$ cat config.mk
export PLATFORM = sky130hd
export DESIGN_NAME = tilt_average_and_screen_map_core
export DESIGN_NICKNAME = d
export VERILOG_FILES = /design/src/design/tasm_pkg.sv /design/src/design/tasm_mean_lane.sv /design/src/design/tasm_map_lane.sv /design/src/design/tasm_merge.sv /design/src/design/tilt_average_and_screen_map_core.sv
export VERILOG_INCLUDE_DIRS = /design/src /design/src/design
export SDC_FILE = /design/constraint.sdc
export NUM_CORES = 2
export LEC_CHECK = 0
export ABC_AREA = 0
export BUFFER_PORTS_ARGS = -buffer_cell sky130_fd_sc_hd__buf_2
export CAP_MARGIN = 20
export CORE_UTILIZATION = 46
export CTS_CLUSTER_DIAMETER = 60
export DETAILED_ROUTE_END_ITERATION = 16
export PLACE_DENSITY = 0.64
export SYNTH_ARGS = -nofsm -noshare
export SYNTH_HDL_FRONTEND = slang
export SYNTH_SLANG_ARGS = --single-unit
$ cat constraint.sdc
create_clock -name clk -period 7.43 [get_ports clk]
set_clock_uncertainty 0.15 [all_clocks]
set_input_delay 1.486 -clock clk [delete_from_list [all_inputs] [get_ports clk]]
set_output_delay 1.486 -clock clk [all_outputs]
set_load 0.1 [all_outputs]
$ cat src/design/tilt_average_and_screen_map_core_macros.svh
// Assertion macros shared by the tilt averaging block.
// Every macro is sampled on clk and is switched off while rst_n is low.
`ifndef TILT_AVERAGE_AND_SCREEN_MAP_CORE_MACROS_SVH
`define TILT_AVERAGE_AND_SCREEN_MAP_CORE_MACROS_SVH
`ifndef SYNTHESIS
// The consequent must hold in the same cycle as the antecedent.
`define TASM_ASSERT_NOW(label, ante, cons, msg) \
  label: assert property (@(posedge clk) disable iff (!rst_n) (ante) |-> (cons)) \
    else $error(msg);
// The consequent must hold in the cycle after the antecedent.
`define TASM_ASSERT_NEXT(label, ante, cons, msg) \
  label: assert property (@(posedge clk) disable iff (!rst_n) (ante) |=> (cons)) \
    else $error(msg);
`else
`define TASM_ASSERT_NOW(label, ante, cons, msg)
`define TASM_ASSERT_NEXT(label, ante, cons, msg)
`endif
`endif

$ cat src/design/tasm_pkg.sv
package tasm_pkg;

  // Widths of the averages and of the calibration registers.
  localparam int MEAN_W     = 10;
  localparam int CFG_W      = 10;
  localparam int CFG_ADDR_W = 2;

  // Register indexes of the configuration port.
  localparam logic [CFG_ADDR_W-1:0] CFG_X_RAW_LOW  = CFG_ADDR_W'(0);
  localparam logic [CFG_ADDR_W-1:0] CFG_X_RAW_HIGH = CFG_ADDR_W'(1);
  localparam logic [CFG_ADDR_W-1:0] CFG_Y_RAW_LOW  = CFG_ADDR_W'(2);
  localparam logic [CFG_ADDR_W-1:0] CFG_Y_RAW_HIGH = CFG_ADDR_W'(3);

  // Calibration values after reset.
  localparam logic [CFG_W-1:0] RAW_LOW_RST  = CFG_W'(370);
  localparam logic [CFG_W-1:0] RAW_HIGH_RST = CFG_W'(590);

  // Signed difference of two averages, and the magnitude of span * difference.
  // The widest span is 98, so the product stays below 2**17.
  localparam int DIFF_W = MEAN_W + 1;
  localparam int Q_W    = 17;

  // Screen positions are at most 7 bits wide.
  localparam int POS_W = 7;

  // Four kinds of position, each mapped from the new and from the previous averages.
  localparam int NUM_KINDS  = 4;
  localparam int NUM_MAPS   = 2 * NUM_KINDS;
  localparam int KIND_BAR_X = 0;
  localparam int KIND_BAR_Y = 1;
  localparam int KIND_BUB_X = 2;
  localparam int KIND_BUB_Y = 3;

  // Pixel ranges, indexed by kind.
  localparam int PIX_LO [NUM_KINDS] = '{22, 6, 22, 21};
  localparam int PIX_HI [NUM_KINDS] = '{120, 57, 58, 57};

  // Result word: two averages and eight positions, padded to whole bytes.
  localparam int OUT_W = 72;

  // What a map lane hands to the merging stage.
  typedef struct packed {
    logic           force_lo;
    logic [Q_W-1:0] quo;
  } map_res_t;

  // Clamp a lane quotient into its pixel range.
  function automatic logic [POS_W-1:0] clamp_pos(input map_res_t r, input int plo,
                                                 input int phi);
    logic [Q_W-1:0]   span;
    logic [POS_W-1:0] lo_v;
    logic [POS_W-1:0] hi_v;
    span = Q_W'(phi - plo);
    lo_v = POS_W'(plo);
    hi_v = POS_W'(phi);
    if (r.force_lo) begin
      clamp_pos = lo_v;
    end else if (r.quo > span) begin
      clamp_pos = hi_v;
    end else begin
      clamp_pos = lo_v + r.quo[POS_W-1:0];
    end
  endfunction

endpackage

$ cat src/design/tasm_mean_lane.sv
module tasm_mean_lane
  import tasm_pkg::*;
#(
  parameter int SAMPLE_BITS   = 10,
  parameter int BLOCK_SAMPLES = 16
) (
  input  logic                   clk,
  input  logic                   rst_n,
  input  logic                   accept,
  input  logic                   last,
  input  logic [SAMPLE_BITS-1:0] sample,
  output logic [MEAN_W-1:0]      mean,
  output logic                   done
);

  localparam int SUM_W  = SAMPLE_BITS + $clog2(BLOCK_SAMPLES);
  localparam int REC_SH = SUM_W + $clog2(BLOCK_SAMPLES);
  localparam int REC_W  = SUM_W + 1;
  localparam int PROD_W = SUM_W + REC_W;

  // Reciprocal of the block length, rounded up; the quotient is exact for every
  // sum below 2**SUM_W.
  localparam logic [REC_W-1:0] REC_M =
    REC_W'(((64'd1 << REC_SH) + 64'(BLOCK_SAMPLES) - 64'd1) / 64'(BLOCK_SAMPLES));

  logic [SUM_W-1:0]  sum_r;
  logic [SUM_W-1:0]  sum_nxt;
  logic [SUM_W-1:0]  work_r;
  logic [PROD_W-1:0] prod;
  logic [PROD_W-1:0] quo;
  logic [MEAN_W-1:0] mean_r;
  logic              busy_r;
  logic              done_r;

  // Running sum of the current block.
  assign sum_nxt = sum_r + SUM_W'(sample);

  // Divide by the block length as a multiply by its reciprocal.
  assign prod = PROD_W'(work_r) * PROD_W'(REC_M);
  assign quo  = prod >> REC_SH;

  // Sum and averaging control.
  always_ff @(posedge clk) begin
    if (!rst_n) begin
      sum_r  <= '0;
      busy_r <= 1'b0;
      done_r <= 1'b0;
    end else begin
      done_r <= 1'b0;
      if (accept) begin
        sum_r <= last ? '0 : sum_nxt;
      end
      if (accept && last) begin
        busy_r <= 1'b1;
      end else if (busy_r) begin
        busy_r <= 1'b0;
        done_r <= 1'b1;
      end
    end
  end

  // The finished sum is registered first, and in the next cycle its average is registered.
  always_ff @(posedge clk) begin
    if (accept && last) begin
      work_r <= sum_nxt;
    end
    if (busy_r) begin
      mean_r <= MEAN_W'(quo);
    end
  end

  assign mean = mean_r;
  assign done = done_r;

endmodule

$ cat src/design/tasm_map_lane.sv
module tasm_map_lane
  import tasm_pkg::*;
#(
  parameter int SPAN = 98
) (
  input  logic              clk,
  input  logic              rst_n,
  input  logic              start,
  input  logic [MEAN_W-1:0] value,
  input  logic [CFG_W-1:0]  raw_lo,
  input  logic [CFG_W-1:0]  raw_hi,
  output map_res_t          res,
  output logic              done
);

  localparam int STEP_W = $clog2(Q_W);
  localparam logic [Q_W-1:0] SPAN_V = Q_W'(SPAN);

  logic [DIFF_W-1:0] den;
  logic [DIFF_W-1:0] diff;
  logic [DIFF_W-1:0] den_neg;
  logic [DIFF_W-1:0] diff_neg;
  logic [MEAN_W-1:0] den_mag;
  logic [MEAN_W-1:0] diff_mag;
  logic [Q_W-1:0]    num_mag;
  logic [Q_W-1:0]    work_r;
  logic [MEAN_W-1:0] dvs_r;
  logic [MEAN_W-1:0] rem_r;
  logic [MEAN_W:0]   rem_t;
  logic [MEAN_W:0]   rem_sub;
  logic              ge;
  logic              force_lo_r;
  logic              busy_r;
  logic              done_r;
  logic [STEP_W-1:0] step_r;

  // Signed slope terms, split into sign and magnitude.
  assign den      = {1'b0, raw_hi} - {1'b0, raw_lo};
  assign diff     = {1'b0, value} - {1'b0, raw_lo};
  assign den_neg  = DIFF_W'(0) - den;
  assign diff_neg = DIFF_W'(0) - diff;
  assign den_mag  = den[DIFF_W-1] ? den_neg[MEAN_W-1:0] : den[MEAN_W-1:0];
  assign diff_mag = diff[DIFF_W-1] ? diff_neg[MEAN_W-1:0] : diff[MEAN_W-1:0];
  assign num_mag  = SPAN_V * Q_W'(diff_mag);

  // One restoring step of the magnitude divide.
  assign rem_t   = {rem_r, work_r[Q_W-1]};
  assign ge      = rem_t >= {1'b0, dvs_r};
  assign rem_sub = rem_t - {1'b0, dvs_r};

  // Step counter.
  always_ff @(posedge clk) begin
    if (!rst_n) begin
      busy_r <= 1'b0;
      done_r <= 1'b0;
      step_r <= '0;
    end else begin
      done_r <= 1'b0;
      if (start) begin
        busy_r <= 1'b1;
        step_r <= '0;
      end else if (busy_r) begin
        if (step_r == STEP_W'(Q_W - 1)) begin
          busy_r <= 1'b0;
          done_r <= 1'b1;
        end
        step_r <= step_r + 1'b1;
      end
    end
  end

  // A negative quotient, a zero quotient of opposite signs and equal raw bounds
  // all land on the low pixel bound, so only a positive quotient is divided out.
  always_ff @(posedge clk) begin
    if (start) begin
      work_r     <= num_mag;
      dvs_r      <= den_mag;
      rem_r      <= '0;
      force_lo_r <= (den == '0) || (den[DIFF_W-1] ^ diff[DIFF_W-1]);
    end else if (busy_r) begin
      work_r <= {work_r[Q_W-2:0], ge};
      rem_r  <= ge ? rem_sub[MEAN_W-1:0] : rem_t[MEAN_W-1:0];
    end
  end

  assign res  = '{force_lo: force_lo_r, quo: work_r};
  assign done = done_r;

endmodule

$ cat src/design/tasm_merge.sv
module tasm_merge
  import tasm_pkg::*;
(
  input  logic              clk,
  input  logic              rst_n,
  input  logic              load,
  input  logic [MEAN_W-1:0] mean_x,
  input  logic [MEAN_W-1:0] mean_y,
  input  map_res_t          res [NUM_MAPS],
  input  logic              out_tready,
  output logic              out_tvalid,
  output logic [OUT_W-1:0]  out_tdata,
  output logic              can_load
);

  logic [POS_W-1:0] pos [NUM_MAPS];
  logic [OUT_W-1:0] data_nxt;
  logic [OUT_W-1:0] data_r;
  logic             valid_r;

  // Clamp every lane into the pixel range of its kind.
  for (genvar g = 0; g < NUM_MAPS; g++) begin : g_clamp
    localparam int KIND = g % NUM_KINDS;
    assign pos[g] = clamp_pos(res[g], PIX_LO[KIND], PIX_HI[KIND]);
  end

  // Pack the result word, lowest field first.
  assign data_nxt = {2'b00,
                     pos[NUM_KINDS + KIND_BUB_Y][5:0],
                     pos[NUM_KINDS + KIND_BUB_X][5:0],
                     pos[NUM_KINDS + KIND_BAR_Y][5:0],
                     pos[NUM_KINDS + KIND_BAR_X],
                     pos[KIND_BUB_Y][5:0],
                     pos[KIND_BUB_X][5:0],
                     pos[KIND_BAR_Y][5:0],
                     pos[KIND_BAR_X],
                     mean_y,
                     mean_x};

  // Output register: a new result may enter as the held one leaves.
  assign can_load = !valid_r || out_tready;

  always_ff @(posedge clk) begin
    if (!rst_n) begin
      valid_r <= 1'b0;
    end else if (load) begin
      valid_r <= 1'b1;
    end else if (out_tready) begin
      valid_r <= 1'b0;
    end
  end

  always_ff @(posedge clk) begin
    if (load) begin
      data_r <= data_nxt;
    end
  end

  assign out_tvalid = valid_r;
  assign out_tdata  = data_r;

endmodule

$ cat src/design/tilt_average_and_screen_map_core.sv
// Channel  | Direction | Payload
// in_      | slave     | tdata: sample_x, sample_y
// out_     | master    | tdata: mean_x, mean_y, bar and bubble positions (new, then previous)
// cfg_     | write     | addr selects x_raw_low, x_raw_high, y_raw_low, y_raw_high
//
// Pairs are taken one per cycle until a block of BLOCK_SAMPLES is complete. The two mean
// lanes then form the averages by a reciprocal multiply; if a mean changed, the eight map
// lanes divide bit-serially and the result enters the output register.
// rst_n is synchronous: it clears sums, count and stored means and restores 370/590.
// The input stalls only while the averages and the maps are formed, or while a finished
// result waits for a held one.
`include "tilt_average_and_screen_map_core_macros.svh"

module tilt_average_and_screen_map_core
  import tasm_pkg::*;
#(
  parameter int BLOCK_SAMPLES = 16,
  parameter int SAMPLE_BITS   = 10
) (
  input  logic                                    clk,
  input  logic                                    rst_n,
  input  logic                                    in_tvalid,
  output logic                                    in_tready,
  // sample_x, sample_y
  input  logic [((2 * SAMPLE_BITS + 7) / 8) * 8-1:0] in_tdata,
  output logic                                    out_tvalid,
  input  logic                                    out_tready,
  // mean_x, mean_y, bar_x_pos, bar_y_pos, bubble_x_pos, bubble_y_pos, prev_bar_x_pos,
  // prev_bar_y_pos, prev_bubble_x_pos, prev_bubble_y_pos
  output logic [OUT_W-1:0]                        out_tdata,
  input  logic                                    cfg_we,
  input  logic [CFG_ADDR_W-1:0]                   cfg_addr,
  input  logic [CFG_W-1:0]                        cfg_wdata
);

  localparam int CNT_W = $clog2(BLOCK_SAMPLES);

  typedef enum logic [3:0] {
    ST_ACC  = 4'b0001,
    ST_MEAN = 4'b0010,
    ST_MAP  = 4'b0100,
    ST_OUT  = 4'b1000
  } state_t;

  state_t            state_r;
  state_t            state_nxt;
  logic [CNT_W-1:0]  count_r;
  logic [CFG_W-1:0]  x_raw_low_r;
  logic [CFG_W-1:0]  x_raw_high_r;
  logic [CFG_W-1:0]  y_raw_low_r;
  logic [CFG_W-1:0]  y_raw_high_r;
  logic [MEAN_W-1:0] last_mean_x_r;
  logic [MEAN_W-1:0] last_mean_y_r;
  logic [MEAN_W-1:0] mean_x;
  logic [MEAN_W-1:0] mean_y;
  logic              mean_done_x;
  logic              mean_done_y;
  logic              mean_done;
  logic              in_xfer;
  logic              block_last;
  logic              changed;
  logic              map_start;
  logic              map_done;
  logic              out_load;
  logic              can_load;
  logic [NUM_MAPS-1:0] map_done_v;
  map_res_t          map_res   [NUM_MAPS];
  logic [MEAN_W-1:0] lane_value [NUM_MAPS];
  logic [CFG_W-1:0]  lane_lo    [NUM_MAPS];
  logic [CFG_W-1:0]  lane_hi    [NUM_MAPS];

  // Input handshake and block position.
  assign in_tready  = (state_r == ST_ACC);
  assign in_xfer    = in_tvalid && in_tready;
  assign block_last = (count_r == CNT_W'(BLOCK_SAMPLES - 1));

  // Calibration registers.
  always_ff @(posedge clk) begin
    if (!rst_n) begin
      x_raw_low_r  <= RAW_LOW_RST;
      x_raw_high_r <= RAW_HIGH_RST;
      y_raw_low_r  <= RAW_LOW_RST;
      y_raw_high_r <= RAW_HIGH_RST;
    end else if (cfg_we) begin
      unique case (cfg_addr)
        CFG_X_RAW_LOW:  x_raw_low_r  <= cfg_wdata;
        CFG_X_RAW_HIGH: x_raw_high_r <= cfg_wdata;
        CFG_Y_RAW_LOW:  y_raw_low_r  <= cfg_wdata;
        CFG_Y_RAW_HIGH: y_raw_high_r <= cfg_wdata;
        default: ;
      endcase
    end
  end

  // Averaging lanes, one per axis.
  tasm_mean_lane #(
    .SAMPLE_BITS   (SAMPLE_BITS),
    .BLOCK_SAMPLES (BLOCK_SAMPLES)
  ) u_mean_x (
    .clk    (clk),
    .rst_n  (rst_n),
    .accept (in_xfer),
    .last   (block_last),
    .sample (in_tdata[SAMPLE_BITS-1:0]),
    .mean   (mean_x),
    .done   (mean_done_x)
  );

  tasm_mean_lane #(
    .SAMPLE_BITS   (SAMPLE_BITS),
    .BLOCK_SAMPLES (BLOCK_SAMPLES)
  ) u_mean_y (
    .clk    (clk),
    .rst_n  (rst_n),
    .accept (in_xfer),
    .last   (block_last),
    .sample (in_tdata[2*SAMPLE_BITS-1:SAMPLE_BITS]),
    .mean   (mean_y),
    .done   (mean_done_y)
  );

  assign mean_done = mean_done_x && mean_done_y;
  assign changed   = (mean_x != last_mean_x_r) || (mean_y != last_mean_y_r);
  assign map_start = (state_r == ST_MEAN) && mean_done && changed;

  // Map lanes: the first four take the new means, the last four the stored ones.
  for (genvar g = 0; g < NUM_MAPS; g++) begin : g_map
    localparam int KIND    = g % NUM_KINDS;
    localparam bit IS_X    = (KIND == KIND_BAR_X) || (KIND == KIND_BUB_X);
    localparam bit IS_PREV = (g >= NUM_KINDS);

    assign lane_value[g] = IS_PREV ? (IS_X ? last_mean_x_r : last_mean_y_r)
                                   : (IS_X ? mean_x : mean_y);
    assign lane_lo[g]    = IS_X ? x_raw_low_r : y_raw_low_r;
    assign lane_hi[g]    = IS_X ? x_raw_high_r : y_raw_high_r;

    tasm_map_lane #(
      .SPAN (PIX_HI[KIND] - PIX_LO[KIND])
    ) u_lane (
      .clk    (clk),
      .rst_n  (rst_n),
      .start  (map_start),
      .value  (lane_value[g]),
      .raw_lo (lane_lo[g]),
      .raw_hi (lane_hi[g]),
      .res    (map_res[g]),
      .done   (map_done_v[g])
    );
  end

  assign map_done = &map_done_v;
  assign out_load = (state_r == ST_OUT) && can_load;

  // Merging stage and output register.
  tasm_merge u_merge (
    .clk        (clk),
    .rst_n      (rst_n),
    .load       (out_load),
    .mean_x     (mean_x),
    .mean_y     (mean_y),
    .res        (map_res),
    .out_tready (out_tready),
    .out_tvalid (out_tvalid),
    .out_tdata  (out_tdata),
    .can_load   (can_load)
  );

  // Sequencer.
  always_comb begin
    state_nxt = state_r;
    unique case (state_r)
      ST_ACC: begin
        if (in_xfer && block_last) state_nxt = ST_MEAN;
      end
      ST_MEAN: begin
        if (mean_done) state_nxt = changed ? ST_MAP : ST_ACC;
      end
      ST_MAP: begin
        if (map_done) state_nxt = ST_OUT;
      end
      ST_OUT: begin
        if (can_load) state_nxt = ST_ACC;
      end
      default: state_nxt = ST_ACC;
    endcase
  end

  always_ff @(posedge clk) begin
    if (!rst_n) begin
      state_r       <= ST_ACC;
      count_r       <= '0;
      last_mean_x_r <= '0;
      last_mean_y_r <= '0;
    end else begin
      state_r <= state_nxt;
      if (in_xfer) begin
        count_r <= block_last ? '0 : count_r + 1'b1;
      end
      if (out_load) begin
        last_mean_x_r <= mean_x;
        last_mean_y_r <= mean_y;
      end
    end
  end

  // Checks on the sequencing.
  `TASM_ASSERT_NOW(a_emit_changed, out_load, changed, "result emitted for unchanged means")
  `TASM_ASSERT_NOW(a_count_idle, state_r != ST_ACC, count_r == '0, "count moved outside block")
  `TASM_ASSERT_NEXT(a_load_valid, out_load, out_tvalid, "loaded result not presented")
  `TASM_ASSERT_NOW(a_lanes_sync, map_done_v[0], map_done, "map lanes out of step")

endmodule
==> run metrics <==
die height 271 um; post-synthesis compound-gate area fraction 15.3%; critical path launch point type flip-flop; postcts setup bufs 0; Total Die Area 73600 um^2; clk slew on worst S/H paths 0.06 ns; Tightest Pin Transition 1.06 ns; min cycle time layout 6.29 ns; Final Hold Fails 0; multiplexer share of the synthesized area ~2.4%; clk root buf clkbuf_16; Num Clock Sinks 505; final setup fails 0; critical path type reg -> reg; Hold Slack 0.260 ns; fraction of registers with async set or reset after synthesis 0%; post-synthesis sequential area ratio a little under two fifths; slew margin rel. 29.3%; power density over the cells 268 nW/um^2; main combinational cell family by area after synthesis adder cells; P_leak 15.9 nW; register area around 13000 um^2; PostCTS Resize Cnt 0; Port Buffers approximately 110; Residual DRC 0; top cell type by total area after synthesis edfxtp_1; Num CTS Buffers 60; Synth Area in Simple Gates between 10 and 15%; Post-Syn Area approximately 33000 um^2; adder and majority gate portion of the synthesized area 17.7%; Multi-input gate area 19200 um^2; fin crit share 84.6%; Core ar. around 72000 um^2; CTS Buffer Depth 3; Seq cells post-synth 505; grt total ovfl 0; RSZ-0062 raised after global routing false; drt via density 5.40; worst skew pair latency about 0.62 ns; DR iter-0 viols 1297; Placement Rows 98; Max H-tree Level 2; Routed WL 75.3 mm; Yosys top cell area share 22.9%; DRT Pass-1 Iters 5; total track usage 20.3%; vias in the first global route approximately 24k; max-cap violations 0; dominant cells by area after synthesis edfxtp_1 (23%), dfxtp_1 (15%), ha_1 (15%); XOR/XNOR Fraction of Synth Area 7.71%; Cells after Synth 3558; Synth Warn # 0; global-route wire length before repair 123 mm; WL per Instance approximately 16 um; Hold Crit Class reg -> reg; initial antenna violation count 13; crit end category flip-flop; EDFF count, synth around 250; NumNets Final 4117; outcome completed; Ports roughly 120; required time of the critical path around 7.6 ns; Starting Density between 40% and 50%; ANT nets after route 0; crit-path max FO 9; Die Wd 271 um; Mean Syn Cell Area 9.38 um^2; HPWL Detailed about 55 mm; largest net degree at the start of global routing 95; Synth cell types just over 80; fillers around 6.6k; dominant synthesized flop cell edfxtp_1; share of post-route cells with drive strength above 1 7.87%; area delta synth->final 10.2%; Final Slew Violations 0; routability cong. 0.860; vias between 20k and 30k; CP arrival 6.46 ns; peak supply drop between 0.4 and 0.5 mV; CTS tree done; Peak Freq 159 MHz; TNS Setup 0 ns; # hold bufs at CTS 0
==> state kept, by name, indices dropped and copies added, names as in the netlist, 8 cells and up <==
name / cells
g_map.u_lane.busy_r: 8
g_map.u_lane.done: 8
g_map.u_lane.dvs_r: 20
g_map.u_lane.rem_r: 80
g_map.u_lane.step_r: 40
g_map.u_lane.work_r: 136
last_mean_x_r: 10
last_mean_y_r: 10
u_mean_x.mean: 10
u_mean_x.sum_r: 14
u_mean_x.work_r: 10
u_mean_y.mean: 10
u_mean_y.sum_r: 14
u_mean_y.work_r: 10
u_merge.out_tdata: 70
x_raw_high_r: 10
x_raw_low_r: 10
y_raw_high_r: 10
y_raw_low_r: 10
==> placed cells by master, fill, tap and decap left out, drive strengths merged, types with 25 or more instances in the layout <==
| cell type | n |
|---|---|
| fa | 54 |
| clkbuf | 80 |
| o21ai | 221 |
| nand2 | 332 |
| inv | 290 |
| xnor2 | 168 |
| dfxtp | 251 |
| a21o | 87 |
| edfxtp | 254 |
| nor3 | 58 |
| mux2i | 71 |
| nor2b | 55 |
| a21oi | 290 |
| buf | 135 |
| nor2 | 221 |
| nand3 | 127 |
| nand4 | 39 |
| o21bai | 28 |
| nor4 | 25 |
| nand2b | 31 |
| xor2 | 125 |
| ha | 387 |
==> critical path, stage by stage, from the launching register on <==
cell,delay (ns)
dfxtp_1,0.37
inv_1,0.06
ha_1,0.20
fa_1,0.42
nor2b_1,0.17
o2111ai_1,0.14
and3_1,0.25
o31ai_4,0.41
a21oi_1,0.11
xnor2_1,0.55
ha_1,0.41
fa_1,0.55
inv_1,0.05
fa_1,0.50
inv_1,0.04
ha_1,0.32
a21oi_1,0.23
o21bai_1,0.09
a21oi_1,0.24
o21bai_1,0.12
a31oi_1,0.23
a21oi_1,0.11
xnor2_1,0.16
o21ai_0,0.09
==> synthesized netlist by cell type, types with 28 or more instances <==
master    count
ha_1        387
nand2_1     332
a21oi_1     289
inv_1       280
edfxtp_1    254
dfxtp_1     251
nor2_1      221
o21ai_0     207
xnor2_1     168
nand3_1     127
xor2_1      124
clkbuf_1    100
a21o_1       87
mux2i_1      71
nor3_1       57
nor2b_1      55
fa_1         54
nand4_1      39
nand2b_1     31
o21bai_1     28
==> cell type report <==
type	instances	area share, %
clock inverters	32	0.653
flip-flops and latches	505	34.4
inverters	281	2.88
clock buffers	80	4.54
multi-input cells	2652	52.2
well taps	950	3.23
repair buffers	135	2.03
diodes	6	0.0408
==> where the power goes <==
group	internal (mW)	switching, mW	total [mW]
Combinational	1.65	2.19	3.84
Sequential	3.05	0.0850	3.14
Clock	1.65	1.21	2.85
Total	6.36	3.48	9.84
==> final timing paths <==
check             slack [ns]  cells past startpoint                          start                                    to
setup / recovery        1.14                     23  last_mean_y_r[0]$_SDFFE_PN0P_  g_map[5].u_lane.work_r[15]$_DFFE_PP_
hold / removal          0.26                      0   u_mean_x.work_r[6]$_DFFE_PP_            u_mean_x.mean[2]$_DFFE_PP_
setup reg to reg        1.14                     23  last_mean_y_r[0]$_SDFFE_PN0P_  g_map[5].u_lane.work_r[15]$_DFFE_PP_
hold reg to reg         0.26                      0   u_mean_x.work_r[6]$_DFFE_PP_            u_mean_x.mean[2]$_DFFE_PP_
==> metrics by stage <==
step / util (%) / power (mW) / setup WS (ns) / instance area, um^2 / std cells
detailed placement: 48.6 / 7.03 / 1.18 / 34800 / 4522
floorplan: - / 6.32 / 1.75 / 33400 / 3559
global route: 51.3 / 10.6 / 0.601 / 36800 / 4636
finish: 51.3 / 9.84 / 1.14 / 36800 / 4641
global placement: 48.6 / 6.99 / 1.21 / 34800 / 4522
CTS: 51.3 / 9.93 / 1.14 / 36700 / 4634
==> metal layers <==
metal  share of wire [%]  GRT usage [%]
met3                 5.1           4.00
met1                  49           27.9
met5                0.12              0
met4                 2.3           5.26
met2                  44           32.4
==> logic make-up after synthesis <==
group / count (synthesis)
compound gates: 832
xor+xnor: 293
fa+ha+maj: 441
buf+inv: 402
flops: 505
mux: 79
other cells: 1
simple gates: 1005
No activity file was read; power rests on OpenSTA's default activity.
